File: src/hdl/spifr_pkg.sv
package spifr_pkg;

  // Item field widths
  localparam int ADDR_W = 24;
  localparam int LEN_W  = 8;
  localparam int BYTE_W = 8;

  // Default width of the address sent after the opcode
  localparam int ADDR_BITS_DEF = 24;

  // Serial flash READ opcode
  localparam logic [7:0] READ_OPCODE = 8'h03;

  // Half period register
  localparam int          HALF_W     = 5;
  localparam int          TICK_W     = 4;
  localparam logic [4:0]  HALF_RESET = 5'd2;
  localparam logic [4:0]  HALF_MIN   = 5'd1;
  localparam logic [4:0]  HALF_MAX   = 5'd16;

  // Configuration port
  localparam int         PADDR_W         = 3;
  localparam int         PDATA_W         = 32;
  localparam logic [0:0] REG_HALF_PERIOD = 1'b0;

  // Transaction phase
  typedef enum logic [1:0] {
    PH_IDLE = 2'd0,
    PH_SEND = 2'd1,
    PH_RECV = 2'd2,
    PH_DONE = 2'd3
  } phase_t;

endpackage

File: src/hdl/spifr_if.sv
// One tick of the bit sequencer: start request and sampled pin level
interface spifr_tick_if;
  logic                       valid;
  logic                       ready;
  logic                       start_req;
  logic [spifr_pkg::ADDR_W-1:0] address;
  logic [spifr_pkg::LEN_W-1:0]  length;
  logic                       miso;

  modport source (output valid, start_req, address, length, miso, input ready);
  modport sink   (input valid, start_req, address, length, miso, output ready);
endinterface

// Pin levels and received byte for one tick
interface spifr_result_if;
  logic                        valid;
  logic                        ready;
  logic                        cs_n;
  logic                        sclk;
  logic                        mosi;
  logic                        byte_valid;
  logic [spifr_pkg::BYTE_W-1:0] read_byte;
  logic                        last_byte;
  logic                        busy_res;

  modport source (output valid, cs_n, sclk, mosi, byte_valid, read_byte, last_byte,
                  busy_res, input ready);
  modport sink   (input valid, cs_n, sclk, mosi, byte_valid, read_byte, last_byte,
                  busy_res, output ready);
endinterface

File: src/hdl/spi_flash_read_master.sv
// Channel  Dir  Handshake      Payload
// -------  ---  -------------  ------------------------------------------------
// tick     in   valid / ready  start_req, address[23:0], length[7:0], miso
// result   out  valid / ready  cs_n, sclk, mosi, byte_valid, read_byte[7:0],
//                              last_byte, busy_res
// cfg      in   APB write/read half_period_ticks at byte address 0
//
// One tick item is taken per cycle; its result item is registered and shows
// in the next cycle, held in one result register; the phase, shift and count
// registers hold the sequencer. Reset (rst, synchronous) returns to idle with a
// half period of 2 ticks. A stalled result holds tick.ready low until taken.
module spi_flash_read_master #(
  parameter int ADDR_BITS = spifr_pkg::ADDR_BITS_DEF
) (
  input  logic                          clk,
  input  logic                          rst,
  spifr_tick_if.sink                    tick,
  spifr_result_if.source                result,
  input  logic                          psel,
  input  logic                          penable,
  input  logic                          pwrite,
  input  logic [spifr_pkg::PADDR_W-1:0] paddr,
  input  logic [spifr_pkg::PDATA_W-1:0] pwdata,
  output logic [spifr_pkg::PDATA_W-1:0] prdata,
  output logic                          pready
);

  localparam int SH_W     = 8 + ADDR_BITS;
  localparam int BITCNT_W = $clog2(SH_W + 1);
  localparam logic [BITCNT_W-1:0] SEND_BITS = BITCNT_W'(SH_W);
  localparam logic [BITCNT_W-1:0] BYTE_BITS = BITCNT_W'(8);

  // Configuration register
  logic [spifr_pkg::HALF_W-1:0] half_period;
  logic                         cfg_wr;

  // Sequencer state
  spifr_pkg::phase_t              phase, phase_next;
  logic [SH_W-1:0]                shreg, shreg_next;
  logic [BITCNT_W-1:0]            bit_count, bit_count_next;
  logic [spifr_pkg::LEN_W-1:0]    bytes_left, bytes_left_next;
  logic [7:0]                     in_shift, in_shift_next;
  logic                           clock_level, clock_level_next;
  logic [spifr_pkg::TICK_W-1:0]   tick_count, tick_count_next;

  // Tick view after a possible start
  logic                           load;
  spifr_pkg::phase_t              cur_phase;
  logic [SH_W-1:0]                cur_sh;
  logic [BITCNT_W-1:0]            cur_bc;
  logic [spifr_pkg::LEN_W-1:0]    cur_bl;
  logic [7:0]                     cur_in;
  logic                           cur_lvl;
  logic [spifr_pkg::TICK_W-1:0]   cur_tc;
  logic [spifr_pkg::HALF_W-1:0]   half_eff;
  logic                           tick_end;
  logic [BITCNT_W-1:0]            bc_inc;
  logic [7:0]                     in_new;
  logic [spifr_pkg::LEN_W-1:0]    bl_dec;

  // Result values for this tick
  logic                           r_cs_n, r_sclk, r_mosi, r_valid, r_last, r_busy;
  logic [7:0]                     r_byte;

  logic                           accept;
  logic                           res_valid;

  // APB port: always ready, one register
  assign pready = 1'b1;
  assign cfg_wr = psel && penable && pwrite && (paddr[2] == spifr_pkg::REG_HALF_PERIOD);

  always_ff @(posedge clk) begin
    if (rst) begin
      half_period <= spifr_pkg::HALF_RESET;
    end else if (cfg_wr) begin
      half_period <= pwdata[spifr_pkg::HALF_W-1:0];
    end
  end

  always_comb begin
    prdata = '0;
    if (paddr[2] == spifr_pkg::REG_HALF_PERIOD) begin
      prdata = spifr_pkg::PDATA_W'(half_period);
    end
  end

  // Clamp the half period to 1..16
  always_comb begin
    if (half_period == '0) begin
      half_eff = spifr_pkg::HALF_MIN;
    end else if (half_period > spifr_pkg::HALF_MAX) begin
      half_eff = spifr_pkg::HALF_MAX;
    end else begin
      half_eff = half_period;
    end
  end

  // Handshake: take a tick whenever the result register is free or draining
  assign tick.ready = !res_valid || result.ready;
  assign accept     = tick.valid && tick.ready;

  // Start while idle loads a fresh transaction for this very tick
  assign load      = (phase == spifr_pkg::PH_IDLE) && tick.start_req;
  assign cur_phase = load ? spifr_pkg::PH_SEND : phase;
  assign cur_sh    = load ? {spifr_pkg::READ_OPCODE, ADDR_BITS'(tick.address)} : shreg;
  assign cur_bc    = load ? '0 : bit_count;
  assign cur_bl    = load ? tick.length : bytes_left;
  assign cur_in    = load ? '0 : in_shift;
  assign cur_lvl   = load ? 1'b0 : clock_level;
  assign cur_tc    = load ? '0 : tick_count;

  assign tick_end = ({1'b0, cur_tc} + 5'd1) >= half_eff;
  assign bc_inc   = cur_bc + BITCNT_W'(1);
  assign in_new   = {cur_in[6:0], tick.miso};
  assign bl_dec   = (cur_bl == '0) ? '0 : cur_bl - spifr_pkg::LEN_W'(1);

  // Next state and pin levels
  always_comb begin
    phase_next       = cur_phase;
    shreg_next       = cur_sh;
    bit_count_next   = cur_bc;
    bytes_left_next  = cur_bl;
    in_shift_next    = cur_in;
    clock_level_next = cur_lvl;
    tick_count_next  = tick_end ? '0 : cur_tc + spifr_pkg::TICK_W'(1);
    r_valid          = 1'b0;
    r_byte           = '0;
    r_last           = 1'b0;
    r_cs_n           = 1'b1;
    r_sclk           = 1'b0;
    r_mosi           = 1'b0;
    r_busy           = 1'b1;

    unique case (cur_phase)
      spifr_pkg::PH_IDLE: begin
        r_busy          = 1'b0;
        tick_count_next = tick_count;
      end
      spifr_pkg::PH_DONE: begin
        if (tick_end) begin
          phase_next = spifr_pkg::PH_IDLE;
        end
      end
      spifr_pkg::PH_SEND: begin
        r_cs_n = 1'b0;
        r_sclk = cur_lvl;
        r_mosi = cur_sh[SH_W-1];
        if (tick_end) begin
          clock_level_next = !cur_lvl;
          if (cur_lvl) begin
            shreg_next     = {cur_sh[SH_W-2:0], 1'b0};
            bit_count_next = bc_inc;
            if (bc_inc >= SEND_BITS) begin
              bit_count_next = '0;
              in_shift_next  = '0;
              phase_next     = (cur_bl == '0) ? spifr_pkg::PH_DONE : spifr_pkg::PH_RECV;
            end
          end
        end
      end
      spifr_pkg::PH_RECV: begin
        r_cs_n = 1'b0;
        r_sclk = cur_lvl;
        if (tick_end) begin
          clock_level_next = !cur_lvl;
          if (cur_lvl) begin
            bit_count_next = bc_inc;
            in_shift_next  = in_new;
            if (bc_inc >= BYTE_BITS) begin
              r_valid         = 1'b1;
              r_byte          = in_new;
              r_last          = (cur_bl <= spifr_pkg::LEN_W'(1));
              bytes_left_next = bl_dec;
              bit_count_next  = '0;
              in_shift_next   = '0;
              if (bl_dec == '0) begin
                phase_next = spifr_pkg::PH_DONE;
              end
            end
          end
        end
      end
      default: begin
        phase_next = spifr_pkg::PH_IDLE;
      end
    endcase
  end

  // Advance the sequencer on each accepted tick
  always_ff @(posedge clk) begin
    if (rst) begin
      phase       <= spifr_pkg::PH_IDLE;
      shreg       <= '0;
      bit_count   <= '0;
      bytes_left  <= '0;
      in_shift    <= '0;
      clock_level <= 1'b0;
      tick_count  <= '0;
    end else if (accept) begin
      phase       <= phase_next;
      shreg       <= shreg_next;
      bit_count   <= bit_count_next;
      bytes_left  <= bytes_left_next;
      in_shift    <= in_shift_next;
      clock_level <= clock_level_next;
      tick_count  <= tick_count_next;
    end
  end

  // Result register: valid flag
  always_ff @(posedge clk) begin
    if (rst) begin
      res_valid <= 1'b0;
    end else if (accept) begin
      res_valid <= 1'b1;
    end else if (result.ready) begin
      res_valid <= 1'b0;
    end
  end

  // Result register: payload
  always_ff @(posedge clk) begin
    if (accept) begin
      result.cs_n       <= r_cs_n;
      result.sclk       <= r_sclk;
      result.mosi       <= r_mosi;
      result.byte_valid <= r_valid;
      result.read_byte  <= r_byte;
      result.last_byte  <= r_last;
      result.busy_res   <= r_busy;
    end
  end

  assign result.valid = res_valid;

`ifndef ASSERT_OFF
  a_accept_gives_result: assert property (@(posedge clk) disable iff (rst)
    accept |=> res_valid)
    else $error("accepted tick produced no result");

  a_hold_without_accept: assert property (@(posedge clk) disable iff (rst)
    !accept |=> $stable(phase) && $stable(tick_count) && $stable(bit_count))
    else $error("sequencer moved without an accepted tick");

  a_idle_stays_idle: assert property (@(posedge clk) disable iff (rst)
    accept && (phase == spifr_pkg::PH_IDLE) && !tick.start_req
    |=> phase == spifr_pkg::PH_IDLE)
    else $error("left idle without a start");

  a_idle_pins: assert property (@(posedge clk) disable iff (rst)
    res_valid && !result.busy_res |-> result.cs_n && !result.sclk && !result.byte_valid)
    else $error("pins active outside a transaction");

  a_byte_only_selected: assert property (@(posedge clk) disable iff (rst)
    res_valid && result.byte_valid |-> !result.cs_n && result.sclk)
    else $error("byte completed outside a selected high phase");
`endif

endmodule

File: src/flat_wrapper.sv
// flat-port wrapper written by rule: the top's interface ports become plain ports
module spi_flash_read_master_flat 
#(
  parameter int ADDR_BITS = spifr_pkg::ADDR_BITS_DEF
)
  (clk, rst, psel, penable, pwrite, paddr, pwdata, prdata, pready, tick_valid, tick_start_req, tick_address, tick_length, tick_miso, tick_ready, result_valid, result_cs_n, result_sclk, result_mosi, result_byte_valid, result_read_byte, result_last_byte, result_busy_res, result_ready);
  spifr_tick_if tick_i ();
  spifr_result_if result_i ();
  input  logic clk;
  input  logic rst;
  input  logic psel;
  input  logic penable;
  input  logic pwrite;
  input  logic [spifr_pkg::PADDR_W-1:0] paddr;
  input  logic [spifr_pkg::PDATA_W-1:0] pwdata;
  output logic [spifr_pkg::PDATA_W-1:0] prdata;
  output logic pready;
  input wire logic [$bits(tick_i.valid)-1:0] tick_valid;
  input wire logic [$bits(tick_i.start_req)-1:0] tick_start_req;
  input wire logic [$bits(tick_i.address)-1:0] tick_address;
  input wire logic [$bits(tick_i.length)-1:0] tick_length;
  input wire logic [$bits(tick_i.miso)-1:0] tick_miso;
  output wire logic [$bits(tick_i.ready)-1:0] tick_ready;
  output wire logic [$bits(result_i.valid)-1:0] result_valid;
  output wire logic [$bits(result_i.cs_n)-1:0] result_cs_n;
  output wire logic [$bits(result_i.sclk)-1:0] result_sclk;
  output wire logic [$bits(result_i.mosi)-1:0] result_mosi;
  output wire logic [$bits(result_i.byte_valid)-1:0] result_byte_valid;
  output wire logic [$bits(result_i.read_byte)-1:0] result_read_byte;
  output wire logic [$bits(result_i.last_byte)-1:0] result_last_byte;
  output wire logic [$bits(result_i.busy_res)-1:0] result_busy_res;
  input wire logic [$bits(result_i.ready)-1:0] result_ready;
  assign tick_i.valid = tick_valid;
  assign tick_i.start_req = tick_start_req;
  assign tick_i.address = tick_address;
  assign tick_i.length = tick_length;
  assign tick_i.miso = tick_miso;
  assign tick_ready = tick_i.ready;
  assign result_valid = result_i.valid;
  assign result_cs_n = result_i.cs_n;
  assign result_sclk = result_i.sclk;
  assign result_mosi = result_i.mosi;
  assign result_byte_valid = result_i.byte_valid;
  assign result_read_byte = result_i.read_byte;
  assign result_last_byte = result_i.last_byte;
  assign result_busy_res = result_i.busy_res;
  assign result_i.ready = result_ready;
  spi_flash_read_master #(.ADDR_BITS(ADDR_BITS)) u_core (.clk(clk), .rst(rst), .tick(tick_i), .result(result_i), .psel(psel), .penable(penable), .pwrite(pwrite), .paddr(paddr), .pwdata(pwdata), .prdata(prdata), .pready(pready));
endmodule
File: config.mk
export PLATFORM = sky130hd
export DESIGN_NAME = spi_flash_read_master_flat
export DESIGN_NICKNAME = d
export VERILOG_FILES = /design/src/hdl/spifr_pkg.sv /design/src/hdl/spifr_if.sv /design/src/hdl/spi_flash_read_master.sv /design/src/flat_wrapper.sv
export SDC_FILE = /design/constraint.sdc
export NUM_CORES = 1
export LEC_CHECK = 0
export ABC_CLOCK_PERIOD_IN_PS = 3600
export BUFFER_PORTS_ARGS = -buffer_cell sky130_fd_sc_hd__buf_4
export CAP_MARGIN = 20
export CORE_AREA = 2 2 110 112
export CTS_CLUSTER_DIAMETER = 30
export CTS_CLUSTER_SIZE = 8
export DETAILED_ROUTE_END_ITERATION = 16
export DIE_AREA = 0 0 112 114
export PLACE_DENSITY = 0.68
export SKIP_LAST_GASP = 1
export SLEW_MARGIN = 20
export SYNTH_ARGS = -nofsm -noshare
export SYNTH_HDL_FRONTEND = slang
export SYNTH_SLANG_ARGS = --single-unit
File: constraint.sdc
create_clock -name clk -period 3.6 [get_ports clk]
set_input_delay 0.72 -clock clk [delete_from_list [all_inputs] [get_ports clk]]
set_output_delay 0.72 -clock clk [all_outputs]
set_load 0.005 [all_outputs]
# --- Word level (Yosys, flattened, before mapping) ---
# Index checks and enable logic that the tools add are counted.
word_totals:
  ff_bits: 81
  latch_bits: 0
  mem_bits_rw: 0
  mem_bits_ro: 0
  inputBits: 76
  output_inout_bits: 49
  memories: 0
op_classes:
  add_sub_neg: 4
  multipliers: 0
  div: 0
  n_lt_le_gt_ge: 5
  eq_ne: 3
  n_shift: 0
  muxes: 50
  bitwise_logic: 2
  reduce_logical: 18
op_table:
  columns: ["cell", "count"]
  rows:
  - ["$mux W32", 4]
  - ["$mux W8", 13]
  - ["$mux W6", 7]
  - ["$mux W2", 9]
  - ["$logic_not A8 Y1", 2]
  - ["$pmux W8 S2", 1]
  - ["$mux W5", 3]
  - ["$pmux W6 S2", 1]
  - ["$mux W1", 9]
  - ["$le A8 B1 Y1 const B", 1]
  - ["$mux W4", 2]
  - ["$sub A8 B1 Y8 const B", 1]
  - ["$add A6 B1 Y6 const B", 1]
  - ["$ge A6 B4 Y1 const B", 1]
  - ["$ge A6 B6 Y1 const B", 1]
  - ["$pmux W2 S3", 1]
  - ["$add A4 B1 Y5 const B", 1]
  - ["$ge A5 B5 Y1", 1]
  - ["$gt A5 B5 Y1 const B", 1]
  - ["$logic_and A1 B1 Y1", 5]
  - ["$logic_not A5 Y1", 1]
  - ["$add A4 B1 Y4 const B", 1]
  - ["$eq A2 B2 Y1 const B", 2]
  - ["$logic_not A2 Y1", 2]
  - ["other kinds (9)", 11]

# --- Longest topological paths before layout ---
logic_depth:
  word_depth: 11
  mapped_depth: 16
  mapped_depth_nobuf: 13

# --- Least setup slack after synthesis ---
# No wires, ideal clock.
synth_path:
  kind: "in2reg"
  startpoint: "input port tick_start_req"
  endpoint: "register u_core.shreg[17]"
  setup_ps: 86
  t_arrival_ps: 3712
  slack_ps: -197
  stages: 14
  path_cell_list: "or3b_4 clkbuf_1 clkbuf_1 and2_1 ha_1 xnor2_1 ha_1 o211a_1 and2_1 a21o_1 nand2_1 clkbuf_1 o22ai_1 a211oi_1"
synth_between:
  elab_chain_len: 6
  elab_cells_between_ends: 11
  cone_classes: "1 x add/sub; 1 x order compare; 1 x eq/ne; 7 x mux; 1 x reduce/logical"
synth_rtl:
  columns: ["item", "line_no", "source"]
  rows:
  - ["start: declaration", "flat_wrapper.sv:19", "input wire logic [$bits(tick_i.start_req)-1:0] tick_start_req;"]
  - ["$logic_and A1 B1 Y1 (*)", "spi_flash_read_master.sv:103", "assign load = (phase == spifr_pkg::PH_IDLE) && tick.start_req;"]
  - ["$mux W4", "spi_flash_read_master.sv:110", "assign cur_tc = load ? '0 : tick_count;"]
  - ["$add A4 B1 Y5", "spi_flash_read_master.sv:112", "assign tick_end = ({1'b0, cur_tc} + 5'd1) >= half_eff;"]
  - ["$ge A5 B5 Y1", "spi_flash_read_master.sv:112", null]
  - ["$mux W32", "spi_flash_read_master.sv:148", "if (tick_end) begin"]
  - ["$mux W32 (*)", "spi_flash_read_master.sv:134", "unique case (cur_phase)"]
  - ["end signal: assignment", "spi_flash_read_master.sv:201", "shreg <= shreg_next;"]
  - ["end: declaration", "spi_flash_read_master.sv:39", "logic [SH_W-1:0] shreg, shreg_next;"]
# Mark *: on every way between the ends. The rest lies on a longest branch, timed or not.
# A chain may end at the register's enable or synchronous reset.

# --- Final worst setup path ---
layout_path:
  startpoint: "input port tick_start_req"
  endpoint: "register u_core.shreg[15]"
# Same word-level chain as after synthesis.

==> impl_metrics.env <==
export IMPL_grt_max_degree=62
export IMPL_worst_setup_path_start_kind="input port"
export IMPL_die_w_um=112
export IMPL_vdd_drop_max_uv=260
export IMPL_layout_commonest_cell="buf_4"
export IMPL_synth_edff_count=14
export IMPL_multiInputGateArea_um2=2490
export IMPL_synth_distinct_cells=62
export IMPL_clock_latency_ps=340
export IMPL_die_area_um2=12800
export IMPL_final_nets=689
export IMPL_gp_congestion=0.891
export IMPL_status="finished clean"
export IMPL_hold_path_class="reg -> reg"
export IMPL_routed_via_density=5.44
export IMPL_power_leakage_nw=2.31
export IMPL_drc=0
export IMPL_synth_warnings=0
export IMPL_clkSinkCount=80
export IMPL_cts_tree="built"
export IMPL_drive_above_1_share=0.209
export IMPL_critPathCaptureType="flop"
export IMPL_htreeDepth=3
export IMPL_first_pass_iters=4
export IMPL_die_y_um=114
export IMPL_cp_slowest_cell="or3b_4"
export IMPL_area_growth_syn_to_layout_pct=20.9
export IMPL_num_vias=4107
export IMPL_finalClockSkew_ps=5.93
export IMPL_ios=125
export IMPL_netlist_top_cells_area="dfxtp_1 29%, edfxtp_1 9.3%, nor2_1 5.2%"
export IMPL_diodes=0
export IMPL_place_inst=739
export IMPL_hold_viol_final=0
export IMPL_crit_buf_inv=2
export IMPL_placed_area_um2=5170
export IMPL_maxCapViolCount=0
export IMPL_cts_root_buf="clkbuf_16"
export IMPL_min_period_ps=3340
export IMPL_yosysTopAreaCell="dfxtp_1"
export IMPL_timing_fmax_mhz=299
export IMPL_ant_nets=0
export IMPL_drt_wirelength_per_cell_um=14.5
export IMPL_arrival_ps=3590
export IMPL_grt_pass1_vias=3872
export IMPL_path_class="in -> reg"
export IMPL_ys_seq_area_frac=0.386
export IMPL_power_density_nw_per_um2=411
export IMPL_cts_buffers=9
export IMPL_postSynthAreaPerCell_um2=8.52
export IMPL_finalInstanceArea_um2=5460
export IMPL_seq_area_um2=1740
export IMPL_synth_ff_latch_count=80
export IMPL_drt_total_wl_mm=11.0
export IMPL_slew_viol_final=0
export IMPL_cp_max_fo=14
export IMPL_clockBufferDepth=2
export IMPL_dp_hpwl_mm=7.69
export IMPL_cp_required_ps=3850
export IMPL_critical_path_cell_chain="buf_4 > or3b_4 > and2_1 > ha_1 > xnor2_1 > ha_1 > o211a_1 > and2_1 > a21o_2 > nand2_1 > buf_4 > o22ai_1 > a211oi_1"
export IMPL_hold_slack_ps=465
export IMPL_synthesis_instances=530
export IMPL_start_util=0.386
export IMPL_synth_area_um2=4520
export IMPL_core_area_um2=11700
export IMPL_rows=40
export IMPL_mostFrequentLayoutCells="95 x buf_4, 66 x dfxtp_1, 62 x nor2_1"
export IMPL_num_fill_cells=1141
export IMPL_async_flop_share=0
export IMPL_synth_top_flop_cell="dfxtp_1"
export IMPL_rsz0062_at_grt="false"
export IMPL_worstMarginPinSlew_ps=757
export IMPL_critPathTopFamily="simple AND/OR/NAND/NOR gates"
export IMPL_grt_pass1_wl_mm=18.4
export IMPL_overflow=0
export IMPL_layoutNonFillerInstCount=755
export IMPL_yosys_area_top_type_share=0.293
export IMPL_path_clk_slew_ps=70
export IMPL_relSlewSlack=0.494
export IMPL_setup_viol=0
export IMPL_track_usage=0.174
export IMPL_cts_hold_repair_buffers=0
export IMPL_fin_crit_sh=0.929
export IMPL_first_iter_violations=345
export IMPL_antenna_found_initial=0
export IMPL_final_core_util=0.466
export IMPL_portBuffers=67
export IMPL_critical_path_max_stage_delay_ps=390
[report_power, final]
part,internal [mW],total (mW),switching (mW)
Sequential,0.953,0.981,0.0281
Combinational,0.167,0.383,0.216
Clock,0.493,0.882,0.389
Total,1.61,2.25,0.633
[through the flow]
step,TNS (ps),worst slack (ps),power (mW)
after floorplan,-1.68,-0.239,1.26
after global placement,-1000,-63.1,1.37
after detailed placement,-1430,-80.3,1.38
after CTS,0,249,2.27
after global routing,0,15.6,2.36
final,0,256,2.25
[routing by layer]
layer | GRT usage | wire, um | up-vias
met5 | 0 | 0 | -
met1 | 0.225 | 5010 | 1941
met3 | 0.0345 | 557 | 13
li1 | - | - | 2027
met4 | 0.0537 | 149 | 0
met2 | 0.295 | 5250 | 126
[flip-flops by register name, summed over array words and instances (netlist names)]
| signal | count |
|---|---|
| u_core.shreg | 32 |
| u_core.bytes_left | 8 |
| u_core.result.read_byte | 8 |
| u_core.in_shift | 7 |
| u_core.bit_count | 6 |
| u_core.half_period | 5 |
| u_core.tick_count | 4 |
| u_core.phase | 2 |
| u_core.clock_level | 1 |
| u_core.result.busy_res | 1 |
| u_core.result.byte_valid | 1 |
| u_core.result.cs_n | 1 |
| u_core.result.last_byte | 1 |
| u_core.result.mosi | 1 |
| u_core.result.sclk | 1 |
| u_core.result.valid | 1 |
[worst reg2reg max path, delay by kind of cell (launching register included)]
| kind | cells | cell delay, ps |
|---|---|---|
| buf+inv | 1 | 230 |
| compound gates | 4 | 860 |
| fa+ha+maj | 2 | 500 |
| xor+xnor | 1 | 230 |
| simple gates | 4 | 980 |
| flops | 1 | 320 |
[repair_timing]
action	in CTS	in global routing
gates resized for setup	0	2
hold endpoints to repair	0	0
buffers inserted	0	0
setup endpoints to repair	0	6
[worst paths after layout]
path / start / to / slack, ps / cells after the start
worst max-delay path: tick_start_req / u_core.shreg[15] / 260 / 13
worst min-delay path: u_core.shreg[3] / u_core.shreg[3] / 470 / 2
worst min register to register: u_core.shreg[3] / u_core.shreg[3] / 470 / 2
worst max register to register: u_core.phase[0] / u_core.shreg[15] / 400 / 12
[cell usage after synthesis, types with 6 or more instances]
cell,count
a211o_1,6
a211oi_1,17
a21oi_1,25
a22o_1,10
a22oi_1,6
a31oi_1,6
and2_1,10
and3_1,14
buf_4,30
clkbuf_1,21
dfxtp_1,66
edfxtp_1,14
ha_1,10
inv_1,9
mux2i_1,13
nand2_1,45
nand2b_1,6
nand3_1,15
nand3b_1,9
nand4_1,7
nor2_1,62
nor3_1,16
o21ai_0,12
o22ai_1,13
o31ai_1,7
or3_1,7
[cell type report]
type                       instances  area share
multi-input combinational        406       0.456
sequential                        80       0.319
clock inverter                     6     0.00916
timing repair buffer              95       0.131
inverter                          11     0.00756
clock buffer                      10      0.0437
tap                              147      0.0337
[kinds of logic (layout without fill, tap and decap cells)]
| group | count (synthesis) | after routing | synth area share |
|---|---|---|---|
| multiplexers | 18 | 18 | 0.0413 |
| XOR/XNOR | 9 | 9 | 0.0175 |
| buffers and inverters | 70 | 122 | 0.0861 |
| AO/OA/AOI/OAI | 130 | 130 | 0.204 |
| adder cells (fa/ha/maj) | 10 | 10 | 0.0277 |
| AND/OR/NAND/NOR | 211 | 211 | 0.236 |
| flip-flops | 80 | 80 | 0.386 |
| other | 2 | 28 | 0.00166 |
Note: power is estimated with default switching activity, not from simulation.
